## src/design/iat_pkg.sv

```systemverilog
// Package for the identifier activity tracker.
// Holds the request, result, entry and configuration types and the event codes.
// No dependencies.
package iat_pkg;

  localparam logic OP_DETECT = 1'b0;
  localparam logic OP_TICK   = 1'b1;

  localparam logic [2:0] EV_COUNTED   = 3'd0;
  localparam logic [2:0] EV_INSERTED  = 3'd1;
  localparam logic [2:0] EV_DROPPED   = 3'd2;
  localparam logic [2:0] EV_REMOVED   = 3'd3;
  localparam logic [2:0] EV_ACTIVATED = 3'd4;
  localparam logic [2:0] EV_TICK_DONE = 3'd5;

  localparam logic [2:0] REG_REMOVE_RATIO = 3'd0;
  localparam logic [2:0] REG_ACTIVE_RATIO = 3'd1;
  localparam logic [2:0] REG_MIN_FRAMES   = 3'd2;
  localparam logic [2:0] REG_AGE_LIMIT    = 3'd3;
  localparam logic [2:0] REG_AGE_BASE     = 3'd4;

  localparam int DIV_W = 24;

  typedef struct packed {
    logic        operation;
    logic [15:0] ident;
  } req_t;

  typedef struct packed {
    logic [15:0] ident_res;
    logic [2:0]  event_res;
    logic        was_active;
    logic [15:0] occurrences;
    logic [7:0]  frame_count;
    logic        last;
  } res_t;

  typedef struct packed {
    logic        active;
    logic [7:0]  frames;
    logic [15:0] occ;
    logic [15:0] ident;
  } entry_t;

  typedef struct packed {
    logic [8:0] remove_ratio;
    logic [8:0] active_ratio;
    logic [7:0] min_frames_active;
    logic [7:0] age_limit;
    logic [7:0] age_base;
  } cfg_t;

endpackage

```

## src/design/iat_ram.sv

```systemverilog
// Generic single-port-write, single-port-read RAM with registered read data.
// No dependencies.
module iat_ram #(
  parameter int WIDTH = 8,
  parameter int DEPTH = 32
) (
  input  logic                     clk,
  input  logic                     we,
  input  logic [$clog2(DEPTH)-1:0] waddr,
  input  logic [WIDTH-1:0]         wdata,
  input  logic [$clog2(DEPTH)-1:0] raddr,
  output logic [WIDTH-1:0]         rdata
);

  logic [WIDTH-1:0] mem [DEPTH];

  always_ff @(posedge clk) begin
    if (we) begin
      mem[waddr] <= wdata;
    end
    rdata <= mem[raddr];
  end

endmodule

```

## src/design/iat_div.sv

```systemverilog
// Restoring divider, one quotient bit per cycle, used for count rescaling.
// Depends on iat_pkg.
module iat_div
  import iat_pkg::*;
(
  input  logic             clk,
  input  logic             rst,
  input  logic             start,
  input  logic [DIV_W-1:0] dividend,
  input  logic [7:0]       divisor,
  output logic             done,
  output logic [DIV_W-1:0] quotient
);

  localparam int CW = $clog2(DIV_W);

  logic          running;
  logic [CW-1:0] cnt;
  logic [DIV_W-1:0] dvd;
  logic [7:0]    rem;
  logic [7:0]    dsr;
  logic [8:0]    trial;
  logic          qbit;

  assign trial    = {rem, dvd[DIV_W-1]};
  assign qbit     = (trial >= {1'b0, dsr});
  assign quotient = dvd;

  always_ff @(posedge clk) begin
    if (rst) begin
      running <= 1'b0;
      done    <= 1'b0;
      cnt     <= '0;
    end else begin
      done <= 1'b0;
      if (start) begin
        running <= 1'b1;
        cnt     <= '0;
        dvd     <= dividend;
        rem     <= '0;
        dsr     <= divisor;
      end else if (running) begin
        rem <= qbit ? 8'(trial - {1'b0, dsr}) : trial[7:0];
        dvd <= {dvd[DIV_W-2:0], qbit};
        if (cnt == CW'(DIV_W - 1)) begin
          running <= 1'b0;
          done    <= 1'b1;
        end else begin
          cnt <= cnt + 1'b1;
        end
      end
    end
  end

endmodule

```

## src/design/iat_front.sv

```systemverilog
// Front end: accepts requests and holds them in a two-entry queue.
// Depends on iat_pkg.
module iat_front
  import iat_pkg::*;
(
  input  logic clk,
  input  logic rst,
  input  logic start,
  input  req_t req,
  output logic busy,
  input  logic pop,
  output logic q_valid,
  output req_t q_data
);

  req_t       slots [2];
  logic       wr_ptr;
  logic       rd_ptr;
  logic [1:0] count;
  logic       push;

  assign busy    = (count == 2'd2);
  assign push    = start && !busy;
  assign q_valid = (count != 2'd0);
  assign q_data  = slots[rd_ptr];

  always_ff @(posedge clk) begin
    if (rst) begin
      wr_ptr <= 1'b0;
      rd_ptr <= 1'b0;
      count  <= 2'd0;
    end else begin
      if (push) begin
        slots[wr_ptr] <= req;
        wr_ptr <= !wr_ptr;
      end
      if (pop && q_valid) begin
        rd_ptr <= !rd_ptr;
      end
      count <= 2'(count + 2'(push) - 2'(pop && q_valid));
    end
  end

endmodule

```

## src/design/iat_back.sv

```systemverilog
// Back end: walks the entry table for each queued request and issues results.
// Depends on iat_pkg, iat_ram and iat_div.
module iat_back
  import iat_pkg::*;
#(
  parameter int TABLE_DEPTH = 32
) (
  input  logic clk,
  input  logic rst,
  input  cfg_t cfg,
  input  logic q_valid,
  input  req_t q_data,
  output logic pop,
  output logic res_valid,
  output res_t res
);

  localparam int IDXW = $clog2(TABLE_DEPTH);
  localparam logic [IDXW-1:0] LAST_IDX = IDXW'(TABLE_DEPTH - 1);

  typedef enum logic [3:0] {
    S_IDLE, S_D_RD, S_D_CMP, S_D_END, S_T_RD, S_T_AGE, S_T_DIV, S_T_EVAL, S_T_DONE
  } state_t;

  state_t                 state;
  logic [IDXW-1:0]        idx;
  logic [IDXW-1:0]        free_idx;
  logic                   free_found;
  req_t                   cur;
  entry_t                 ent;
  logic [15:0]            occ_r;
  logic [7:0]             fr_r;
  logic [TABLE_DEPTH-1:0] valid;

  logic       we;
  logic [IDXW-1:0] waddr;
  entry_t     wdata;
  entry_t     rdata;
  logic       div_start;
  logic [DIV_W-1:0] dividend;
  logic       div_done;
  logic [DIV_W-1:0] quotient;
  logic [15:0] occ_inc;
  logic [23:0] lhs;
  logic [16:0] rm_prod;
  logic [16:0] ac_prod;
  logic        do_remove;
  logic        do_activate;

  iat_ram #(.WIDTH($bits(entry_t)), .DEPTH(TABLE_DEPTH)) u_ram (
    .clk(clk), .we(we), .waddr(waddr), .wdata(wdata), .raddr(idx), .rdata(rdata)
  );

  iat_div u_div (
    .clk(clk), .rst(rst), .start(div_start), .dividend(dividend),
    .divisor(rdata.frames), .done(div_done), .quotient(quotient)
  );

  assign pop      = (state == S_IDLE);
  assign occ_inc  = (rdata.occ == 16'hFFFF) ? rdata.occ : rdata.occ + 16'd1;
  assign dividend = DIV_W'(rdata.occ) * DIV_W'(cfg.age_base);
  assign lhs      = {occ_r, 8'd0};
  assign rm_prod  = cfg.remove_ratio * fr_r;
  assign ac_prod  = cfg.active_ratio * fr_r;
  assign do_remove   = (lhs < 24'(rm_prod));
  assign do_activate = (lhs > 24'(ac_prod)) && !ent.active &&
                       (fr_r > cfg.min_frames_active);
  assign div_start = (state == S_T_AGE) && (rdata.frames > cfg.age_limit);

  always_comb begin
    we    = 1'b0;
    waddr = idx;
    wdata = rdata;
    unique case (state)
      S_D_CMP: begin
        we        = (rdata.ident == cur.ident);
        wdata.occ = occ_inc;
      end
      S_D_END: begin
        we    = free_found;
        waddr = free_idx;
        wdata = '{active: 1'b0, frames: 8'd1, occ: 16'd1, ident: cur.ident};
      end
      S_T_EVAL: begin
        we    = 1'b1;
        wdata = '{active: ent.active | do_activate, frames: fr_r, occ: occ_r,
                  ident: ent.ident};
      end
      default: begin
        we = 1'b0;
      end
    endcase
  end

  always_ff @(posedge clk) begin
    if (rst) begin
      state     <= S_IDLE;
      valid     <= '0;
      res_valid <= 1'b0;
      idx       <= '0;
      free_found <= 1'b0;
    end else begin
      res_valid <= 1'b0;
      unique case (state)
        S_IDLE: begin
          if (q_valid) begin
            cur        <= q_data;
            idx        <= '0;
            free_found <= 1'b0;
            state      <= (q_data.operation == OP_TICK) ? S_T_RD : S_D_RD;
          end
        end
        S_D_RD: begin
          if (valid[idx]) begin
            state <= S_D_CMP;
          end else begin
            if (!free_found) begin
              free_found <= 1'b1;
              free_idx   <= idx;
            end
            if (idx == LAST_IDX) begin
              state <= S_D_END;
            end else begin
              idx <= idx + 1'b1;
            end
          end
        end
        S_D_CMP: begin
          if (rdata.ident == cur.ident) begin
            res_valid <= 1'b1;
            res <= '{ident_res: cur.ident, event_res: EV_COUNTED, was_active: 1'b0,
                     occurrences: occ_inc, frame_count: rdata.frames, last: 1'b1};
            state <= S_IDLE;
          end else if (idx == LAST_IDX) begin
            state <= S_D_END;
          end else begin
            idx   <= idx + 1'b1;
            state <= S_D_RD;
          end
        end
        S_D_END: begin
          res_valid <= 1'b1;
          if (free_found) begin
            valid[free_idx] <= 1'b1;
            res <= '{ident_res: cur.ident, event_res: EV_INSERTED, was_active: 1'b0,
                     occurrences: 16'd1, frame_count: 8'd1, last: 1'b1};
          end else begin
            res <= '{ident_res: cur.ident, event_res: EV_DROPPED, was_active: 1'b0,
                     occurrences: 16'd0, frame_count: 8'd0, last: 1'b1};
          end
          state <= S_IDLE;
        end
        S_T_RD: begin
          if (valid[idx]) begin
            state <= S_T_AGE;
          end else if (idx == LAST_IDX) begin
            state <= S_T_DONE;
          end else begin
            idx <= idx + 1'b1;
          end
        end
        S_T_AGE: begin
          ent <= rdata;
          if (rdata.frames > cfg.age_limit) begin
            state <= S_T_DIV;
          end else begin
            occ_r <= rdata.occ;
            fr_r  <= (rdata.frames == 8'hFF) ? rdata.frames : rdata.frames + 8'd1;
            state <= S_T_EVAL;
          end
        end
        S_T_DIV: begin
          if (div_done) begin
            occ_r <= (quotient > DIV_W'(16'hFFFF)) ? 16'hFFFF : quotient[15:0];
            fr_r  <= (cfg.age_base == 8'hFF) ? cfg.age_base : cfg.age_base + 8'd1;
            state <= S_T_EVAL;
          end
        end
        S_T_EVAL: begin
          if (do_remove) begin
            valid[idx] <= 1'b0;
            res_valid  <= 1'b1;
            res <= '{ident_res: ent.ident, event_res: EV_REMOVED,
                     was_active: ent.active, occurrences: occ_r, frame_count: fr_r,
                     last: 1'b0};
          end else if (do_activate) begin
            res_valid <= 1'b1;
            res <= '{ident_res: ent.ident, event_res: EV_ACTIVATED, was_active: 1'b0,
                     occurrences: occ_r, frame_count: fr_r, last: 1'b0};
          end
          if (idx == LAST_IDX) begin
            state <= S_T_DONE;
          end else begin
            idx   <= idx + 1'b1;
            state <= S_T_RD;
          end
        end
        S_T_DONE: begin
          res_valid <= 1'b1;
          res <= '{ident_res: 16'd0, event_res: EV_TICK_DONE, was_active: 1'b0,
                   occurrences: 16'd0, frame_count: 8'd0, last: 1'b1};
          state <= S_IDLE;
        end
      endcase
    end
  end

endmodule

```

## src/design/id_activity_tracker_top.sv

```systemverilog
// Detect requests walk the table one entry at a time, reading each entry through the
// registered read port of the entry RAM and stopping at the first matching identifier.
// A tick request walks every entry, rescaling those whose frame count exceeds the age
// limit with the bit-serial divider; one request is worked at a time, two queue.
// Synchronous reset empties the table and the queue and restores register defaults.
// Results are strobed for one cycle and cannot be stalled.
module id_activity_tracker_top
  import iat_pkg::*;
#(
  parameter int TABLE_DEPTH = 32
) (
  input  logic        clk,
  input  logic        rst,
  input  logic        start,
  input  req_t        req,
  output logic        busy,
  output logic        res_valid,
  output res_t        res,
  input  logic        psel,
  input  logic        penable,
  input  logic        pwrite,
  input  logic [4:0]  paddr,
  input  logic [31:0] pwdata,
  output logic [31:0] prdata,
  output logic        pready
);

  cfg_t cfg;
  logic q_valid;
  req_t q_data;
  logic pop;
  logic cfg_we;

  assign pready = 1'b1;
  assign cfg_we = psel && penable && pwrite;

  always_ff @(posedge clk) begin
    if (rst) begin
      cfg <= '{remove_ratio: 9'd26, active_ratio: 9'd128, min_frames_active: 8'd50,
               age_limit: 8'd100, age_base: 8'd10};
    end else if (cfg_we) begin
      unique case (paddr[4:2])
        REG_REMOVE_RATIO: cfg.remove_ratio      <= pwdata[8:0];
        REG_ACTIVE_RATIO: cfg.active_ratio      <= pwdata[8:0];
        REG_MIN_FRAMES:   cfg.min_frames_active <= pwdata[7:0];
        REG_AGE_LIMIT:    cfg.age_limit         <= pwdata[7:0];
        REG_AGE_BASE:     cfg.age_base          <= pwdata[7:0];
        default: begin
        end
      endcase
    end
  end

  always_comb begin
    unique case (paddr[4:2])
      REG_REMOVE_RATIO: prdata = {23'd0, cfg.remove_ratio};
      REG_ACTIVE_RATIO: prdata = {23'd0, cfg.active_ratio};
      REG_MIN_FRAMES:   prdata = {24'd0, cfg.min_frames_active};
      REG_AGE_LIMIT:    prdata = {24'd0, cfg.age_limit};
      REG_AGE_BASE:     prdata = {24'd0, cfg.age_base};
      default:          prdata = 32'd0;
    endcase
  end

  iat_front u_front (
    .clk(clk), .rst(rst), .start(start), .req(req), .busy(busy),
    .pop(pop), .q_valid(q_valid), .q_data(q_data)
  );

  iat_back #(.TABLE_DEPTH(TABLE_DEPTH)) u_back (
    .clk(clk), .rst(rst), .cfg(cfg), .q_valid(q_valid), .q_data(q_data),
    .pop(pop), .res_valid(res_valid), .res(res)
  );

endmodule

```

## config.mk

```make
export PLATFORM = sky130hd
export DESIGN_NAME = id_activity_tracker_top
export DESIGN_NICKNAME = d
export VERILOG_FILES = /design/src/design/iat_pkg.sv /design/src/design/iat_ram.sv /design/src/design/iat_div.sv /design/src/design/iat_front.sv /design/src/design/iat_back.sv /design/src/design/id_activity_tracker_top.sv
export SDC_FILE = /design/constraint.sdc
export NUM_CORES = 2
export LEC_CHECK = 0
export BUFFER_PORTS_ARGS = -buffer_cell sky130_fd_sc_hd__buf_2
export CAP_MARGIN = 20
export CELL_PAD_IN_SITES_DETAIL_PLACEMENT = 1
export CELL_PAD_IN_SITES_GLOBAL_PLACEMENT = 1
export CORE_MARGIN = 10
export CORE_UTILIZATION = 54
export CTS_CLUSTER_DIAMETER = 50
export DETAILED_ROUTE_END_ITERATION = 10
export HOLD_SLACK_MARGIN = 0.03
export PLACE_DENSITY_LB_ADDON = 0.1
export SYNTH_ARGS = -nofsm -noshare
export SYNTH_HDL_FRONTEND = slang
export SYNTH_SLANG_ARGS = --single-unit
export TNS_END_PERCENT = 1
```

## constraint.sdc

```tcl
create_clock -name clk -period 11.1 [get_ports clk]
set_input_delay 1.665 -clock clk [delete_from_list [all_inputs] [get_ports clk]]
set_output_delay 1.665 -clock clk [all_outputs]
set_load 0.03 [all_outputs]
```

-- Word level (Yosys, flattened, before mapping)
Memories as Yosys holds them, arrays and structs flattened. A register that Yosys moved wholly into a read port is not among the register bits.
Cells that the tools add are included.
- register bits: 243
- memory bits (writable): 1346
- input bits: 60
- output and inout port bits: 80
- logic and storage cells: 206
- memories kept: 2
- add/sub/neg operators: 8
- multipliers: 3
- $lt $le $gt $ge: 10
- equality and inequality tests: 31
- multiplexer cells: 69
- bitwise operators: 9
- reductions and logical operators: 43
- memory list (name ; depth ; width ; rd ports ; clocked after Yosys merged registers in ; wr ports ; RTL line ; RTL):
    u_back.u_ram.mem ; 32 ; 41 ; 1 ; 1 ; 1 ; iat_ram.sv:15 ; logic [WIDTH-1:0] mem [DEPTH];
    u_front.slots ; 2 ; 17 ; 1 ; 1 ; 1 ; iat_front.sv:16 ; req_t slots [2];
- operator list (operator ; number):
    45-bit one-hot mux with 4 select lines ; 1
    45-bit two-way mux ; 3
    16-bit two-way mux ; 4
    32-bit two-way mux ; 2
    16-bit one-hot mux with 2 select lines ; 2
    32-bit one-hot mux with 2 select lines ; 1
    24-bit two-way mux ; 2
    8-bit two-way mux ; 6
    16-bit one-hot mux with 3 select lines ; 1
    9-bit one-hot mux with 5 select lines ; 1
    9-bit by 8-bit multiplier with 17-bit output ; 2
    32-bit bitwise AND ; 1
    4-bit two-way mux ; 8
    32-bit inverter ; 1
    32-bit bitwise OR ; 1
    4-bit one-hot mux with 8 select lines ; 1
    28-bit two-way mux ; 1
    5-bit two-way mux ; 5
    24-bit by 16-bit greater-than comparator with 1-bit output (second input constant) ; 1
    24-bit by 17-bit greater-than comparator with 1-bit output ; 1
    24-bit by 17-bit < comparator with 1-bit output ; 1
    16-bit by 8-bit multiplier with 24-bit output ; 1
    1-bit two-way mux ; 20
    5-bit one-hot mux with 4 select lines ; 1
    46 further kinds ; 105

-- Depth between registers and ports, before layout
- depth in word-level cells: 8
- mapped depth: 27
- gate-level depth less buffers: 25

-- Cells and area by module
From an unflattened synthesis, not the netlist that was laid out.
- cells, all modules: 5251
- area total of the unflattened synthesis: 75108.3 um2
- by module, submodules not included (module ; times used ; cells an instance ; area each (um2) ; seq. area each (um2)):
    iat_ram ; 1 ; 2883 ; 51799.7 ; 40218.6
    iat_back ; 1 ; 1879 ; 17195.2 ; 4073.9
    iat_div ; 1 ; 174 ; 2352.3 ; 1341.3
    id_activity_tracker_top ; 1 ; 238 ; 2274.7 ; 840.8
    iat_front ; 1 ; 77 ; 1486.4 ; 1121.1

-- Least setup slack after synthesis
OpenSTA, ideal clock, no wires.
- kind: flip-flop to flip-flop
- start: register u_back.fr_r[5]
- end: register, netlist name u_back.res[0]
- library setup time: 0.515 ns
- data arrival time: 8.492 ns
- required time: 10.585 ns
- setup slack: 2.093 ns
- cell stages (with the launch flop): 25
- path buffers: 2
- clock period less this slack: 9.007 ns
- cells stage by stage: edfxtp_1 > clkbuf_1 > clkbuf_1 > nand2_1 > fa_1 > fa_1 > inv_1 > fa_1 > inv_1 > fa_1 > inv_1 > ha_1 > o21ai_0 > nand2b_1 > a31o_2 > a41o_1 > o41ai_1 > xor2_1 > ha_1 > nand4_1 > nor2_1 > nand4_1 > or4_1 > o2111ai_1 > a211oi_1
- word-level cells in the longest chain between the ends: 6
- elaborated cells on any way between the ends: 9
- those cells by class: mul (2); order compare (3); eq/ne (1); reduce/logical (3)
- RTL lines (element ; RTL line ; RTL):
    from (decl) ; iat_back.sv:32 ; logic [7:0] fr_r;
    from (signal assigned) ; iat_back.sv:168 ; fr_r <= (rdata.frames == 8'hFF) ? rdata.frames : rdata.frames + 8'd1;
    from (signal assigned) ; iat_back.sv:175 ; fr_r <= (cfg.age_base == 8'hFF) ? cfg.age_base : cfg.age_base + 8'd1;
    9-bit by 8-bit multiplier with 17-bit output ; iat_back.sv:64 ; assign ac_prod = cfg.active_ratio * fr_r;
    24-bit by 17-bit greater-than comparator with 1-bit output ; iat_back.sv:66 ; assign do_activate = (lhs > 24'(ac_prod)) && !ent.active &&
    1-bit logical AND (2 in series) ; iat_back.sv:66 ;
    3-bit by 1-bit inequality test with 1-bit output (no source line) * ; n/a ;
    4-bit AND reduction (no source line) * ; n/a ;
Mark *: on every way between the ends. The rest lies on a longest branch, timed or not.
A chain may end at the register's enable or synchronous reset.

-- Worst setup path in the final report
- start: register u_back.fr_r[3]
- end: memory u_back.u_ram.mem[18][40] in the netlist's numbering (data pin)
- word-level cells in the longest chain between the ends: 6
- elaborated cells on any way between the ends: 7
- those cells by class: mul (1); order compare (2); mux (1); bitwise (1); reduce/logical (2)
- RTL lines (element ; RTL line ; RTL):
    9-bit by 8-bit multiplier with 17-bit output ; iat_back.sv:64 ;
    24-bit by 17-bit greater-than comparator with 1-bit output ; iat_back.sv:66 ;
    1-bit logical AND ; iat_back.sv:66 ;
    1-bit logical AND * ; iat_back.sv:66 ;
    1-bit bitwise OR * ; iat_back.sv:86 ; wdata = '{active: ent.active | do_activate, frames: fr_r, occ: occ_r,
    9-bit one-hot mux with 2 select lines * ; iat_back.sv:74 ; unique case (state)
    net u_back.u_ram.wdata[40] ; iat_ram.sv:10 ; input logic [WIDTH-1:0] wdata,
    to (decl) ; iat_ram.sv:15 ;
Mark *: on every way through the listed nets, which the timed path passes. The rest lies on a longest branch.

==> flow_summary_export.csv <==
group,metric,value,unit
run_status,status,"completed",
final_layout,layout-drive-gt1-share,19.31,%
placement,place_congestion,0.8248,
timing,min_period,7729,ps
floorplan,die_w,386.8,µm
placement,io_buffers,90,
setup_path,crit_top_cell,"fa_1",
detailed_routing,top_layer,"met4",
setup_path,cpLargestDelayFamily,"adder cells",
final_layout,post-route-util,61.05,%
placement,placedCellCount,6125,
clock_network,cts_hold_buf,0,
yosys,async_reset_ff_share,0,%
placement,pre_cts_ws,3426,ps
timing,tightestPinTransition,1235,ps
final_layout,fin_cells,6472,
yosys,synth.avg_cell_area,16.49,µm²
setup_path,slowest_delay,920,ps
final_layout,layout.nets,4951,
timing,fin_skew,31.48,ps
timing,max-slew-margin-rel,17.64,%
floorplan,dieArea,149600,µm²
detailed_routing,antenna_left,0,
pwr,p_total,16.54,mW
grt,grt_pass1_wl,300.2,mm
timing,finalCritPeriodShare,69.63,%
floorplan,start_util,54.36,%
detailed_routing,vias,41450,
detailed_routing,routedWlPerCell,31.74,µm
detailed_routing,drc_errors,0,
grt,first_global_vias,43140,
yosys,synth_edf_count,1493,
yosys,yosysMostFrequentCell,"edfxtp_1",
timing,fin_tns_setup,0,ps
setup_path,crit_type,"flop to flop",
grt,grt_max_degree,134,
min_path,hold_class,"flop to flop",
timing,worst_slack,3371,ps
detailed_routing,routed_wl,205.5,mm
clock_network,cts_resized,0,
detailed_routing,drt-met1-wl,81.61,mm
yosys,syn_area,72630,µm²
yosys,ys_ff_latch,1631,
clock_network,post_cts_buffers,0,
yosys,synth_top_area_share,61.72,%
pwr,p_leak,27.60,nW
clock_network,cts_buffers,176,
clock_network,cts.sinks,1631,
final_layout,stdcell_area,81570,µm²
setup_path,critPathSlowestCell,"edfxtp_1",
timing,max_clock_freq,129.4,MHz
setup_path,worst-path-max-fanout,32,
grt,overflow,0,
clock_network,worstSkewPairLatency,820,ps
detailed_routing,dr_wl_met2,101.8,mm
pwr,powerDensity,202.7,nW/µm²
setup_path,cp_num_buf_inv,3,
timing,hold_viol,0,
setup_path,setup.worst_path.start_class,"flop",
grt,antenna_found_initial,2,
final_layout,fillers,11890,
yosys,yosys_warnings,0,
yosys,synth_cell_type_count,84,
detailed_routing,dr.pass1.iters,8,
timing,slew_violations,0,
detailed_routing,wl_met3,16.57,mm
clock_network,root_buffer,"clkbuf_16",
placement,dpl_cell_area,75480,µm²
pwr,vdd_drop_max,0.0001497,V
setup_path,cp.arrival,8110,ps
clock_network,clockBufferDepth,3,
yosys,synth_area_leaders,"edfxtp_1 (62%), mux4_2 (10%), fa_1 (4.7%)",
setup_path,critPathCaptureType,"flop",
yosys,synth_ff_type,"edfxtp_1",
placement,place_hpwl,116.8,mm
clock_network,htree_levels,4,
yosys,yosys-top-cells-count,"edfxtp_1 (1493), mux4_2 (335), inv_1 (262)",
clock_network,cts_tree,"done",
grt,gr-usage-all-layers,27.22,%
detailed_routing,viasPerCell,6.404,
floorplan,dieHeight,386.8,µm
job,cap_violations,0,
floorplan,ios,140,
timing,setup_viol,0,
floorplan,core_area,133600,µm²
timing,whs,489.6,ps
yosys,yosys.area.top_type,"edfxtp_1",
yosys,ys_seq_area_share,65.53,%
detailed_routing,drt_iter0_markers,4910,
timing,rsz0062_at_grt,"no",
clock_network,cts.clk_slew.worst_paths,60,ps
floorplan,core.rowCount,134,
setup_path,crit_chain,"nand2_1 > fa_1 > fa_1 > inv_1 > fa_1 > inv_1 > fa_1 > inv_1 > ha_1 > nor3_1 > nor2_1 > nand3_1 > and3_1 > o41ai_1 > a21oi_1 > xnor2_1 > ha_1 > nand4_1 > nor2_1 > nand4_1 > or4_1 > o2111ai_1 > a21oi_1 > a21o_1",
setup_path,required,11490,ps
final_layout,area_growth_syn_to_layout,12.30,%
yosys,syn_inst,4404,
==> worst paths after layout <==
check                        start                  endpoint  slack (ps)  cells after the start
max                 u_back.fr_r[3]  u_back.u_ram.mem[18][40]        3370                     24
min          u_back.u_ram.rdata[9]             u_back.ent[9]         490                      0
max reg2reg         u_back.fr_r[3]  u_back.u_ram.mem[18][40]        3370                     24
min reg2reg  u_back.u_ram.rdata[9]             u_back.ent[9]         490                      0
==> logic make-up after synthesis <==
family | count (synthesis) | share of synthesized area, %
flip-flops | 1631 | 65.53
AND/OR/NAND/NOR | 833 | 5.728
AO/OA/AOI/OAI | 565 | 5.495
buffers and inverters | 525 | 2.946
multiplexers | 416 | 11.58
adder cells (fa/ha/maj) | 340 | 7.604
XOR/XNOR | 92 | 1.109
other | 2 | 0.01034
==> cells in the final DEF (no fill, tap or decap), drive strengths merged, types with 169 or more instances in the layout <==
cell type / count
mux4: 337
a22oi: 170
edfxtp: 1493
nor2: 179
clkbuf: 240
inv: 273
nand2: 257
ha: 171
fa: 169
buf: 210
==> report_power, final <==
part           internal [mW]  total (mW)  switching (mW)
sequential              7.33        7.59           0.262
clock                   3.37        5.82            2.44
combinational           1.26        3.13            1.87
==> area by class of cell <==
type	instances	area [µm²]	share of cell area (%)
diodes	1	2.502	0.003068
clock buffers	240	4871	5.971
clock inverters	90	892.1	1.094
inverters	262	983.4	1.206
multi-input cells	2270	23400	28.69
flip-flops and latches	1631	47600	58.36
well taps	1768	2212	2.712
repair buffers	210	1605	1.968
==> layer usage <==
layer	track usage [%]	up-vias
met5	0	-
met3	5.112	347
met4	8.001	0
li1	-	17260
met1	36.84	21950
met2	45.10	1898
==> state kept, by name (all words and copies together), names as in the netlist, 16 cells and up, named ones only <==
register	cells
cfg	42
u_back.occ_r	16
u_back.ent	17
u_back.res	45
u_back.cur	16
u_back.u_ram.mem	1312
u_back.valid	32
u_front.slots	34
u_back.u_ram.rdata	41
u_back.u_div.quotient	24
Power figures use the tool's default switching activity.
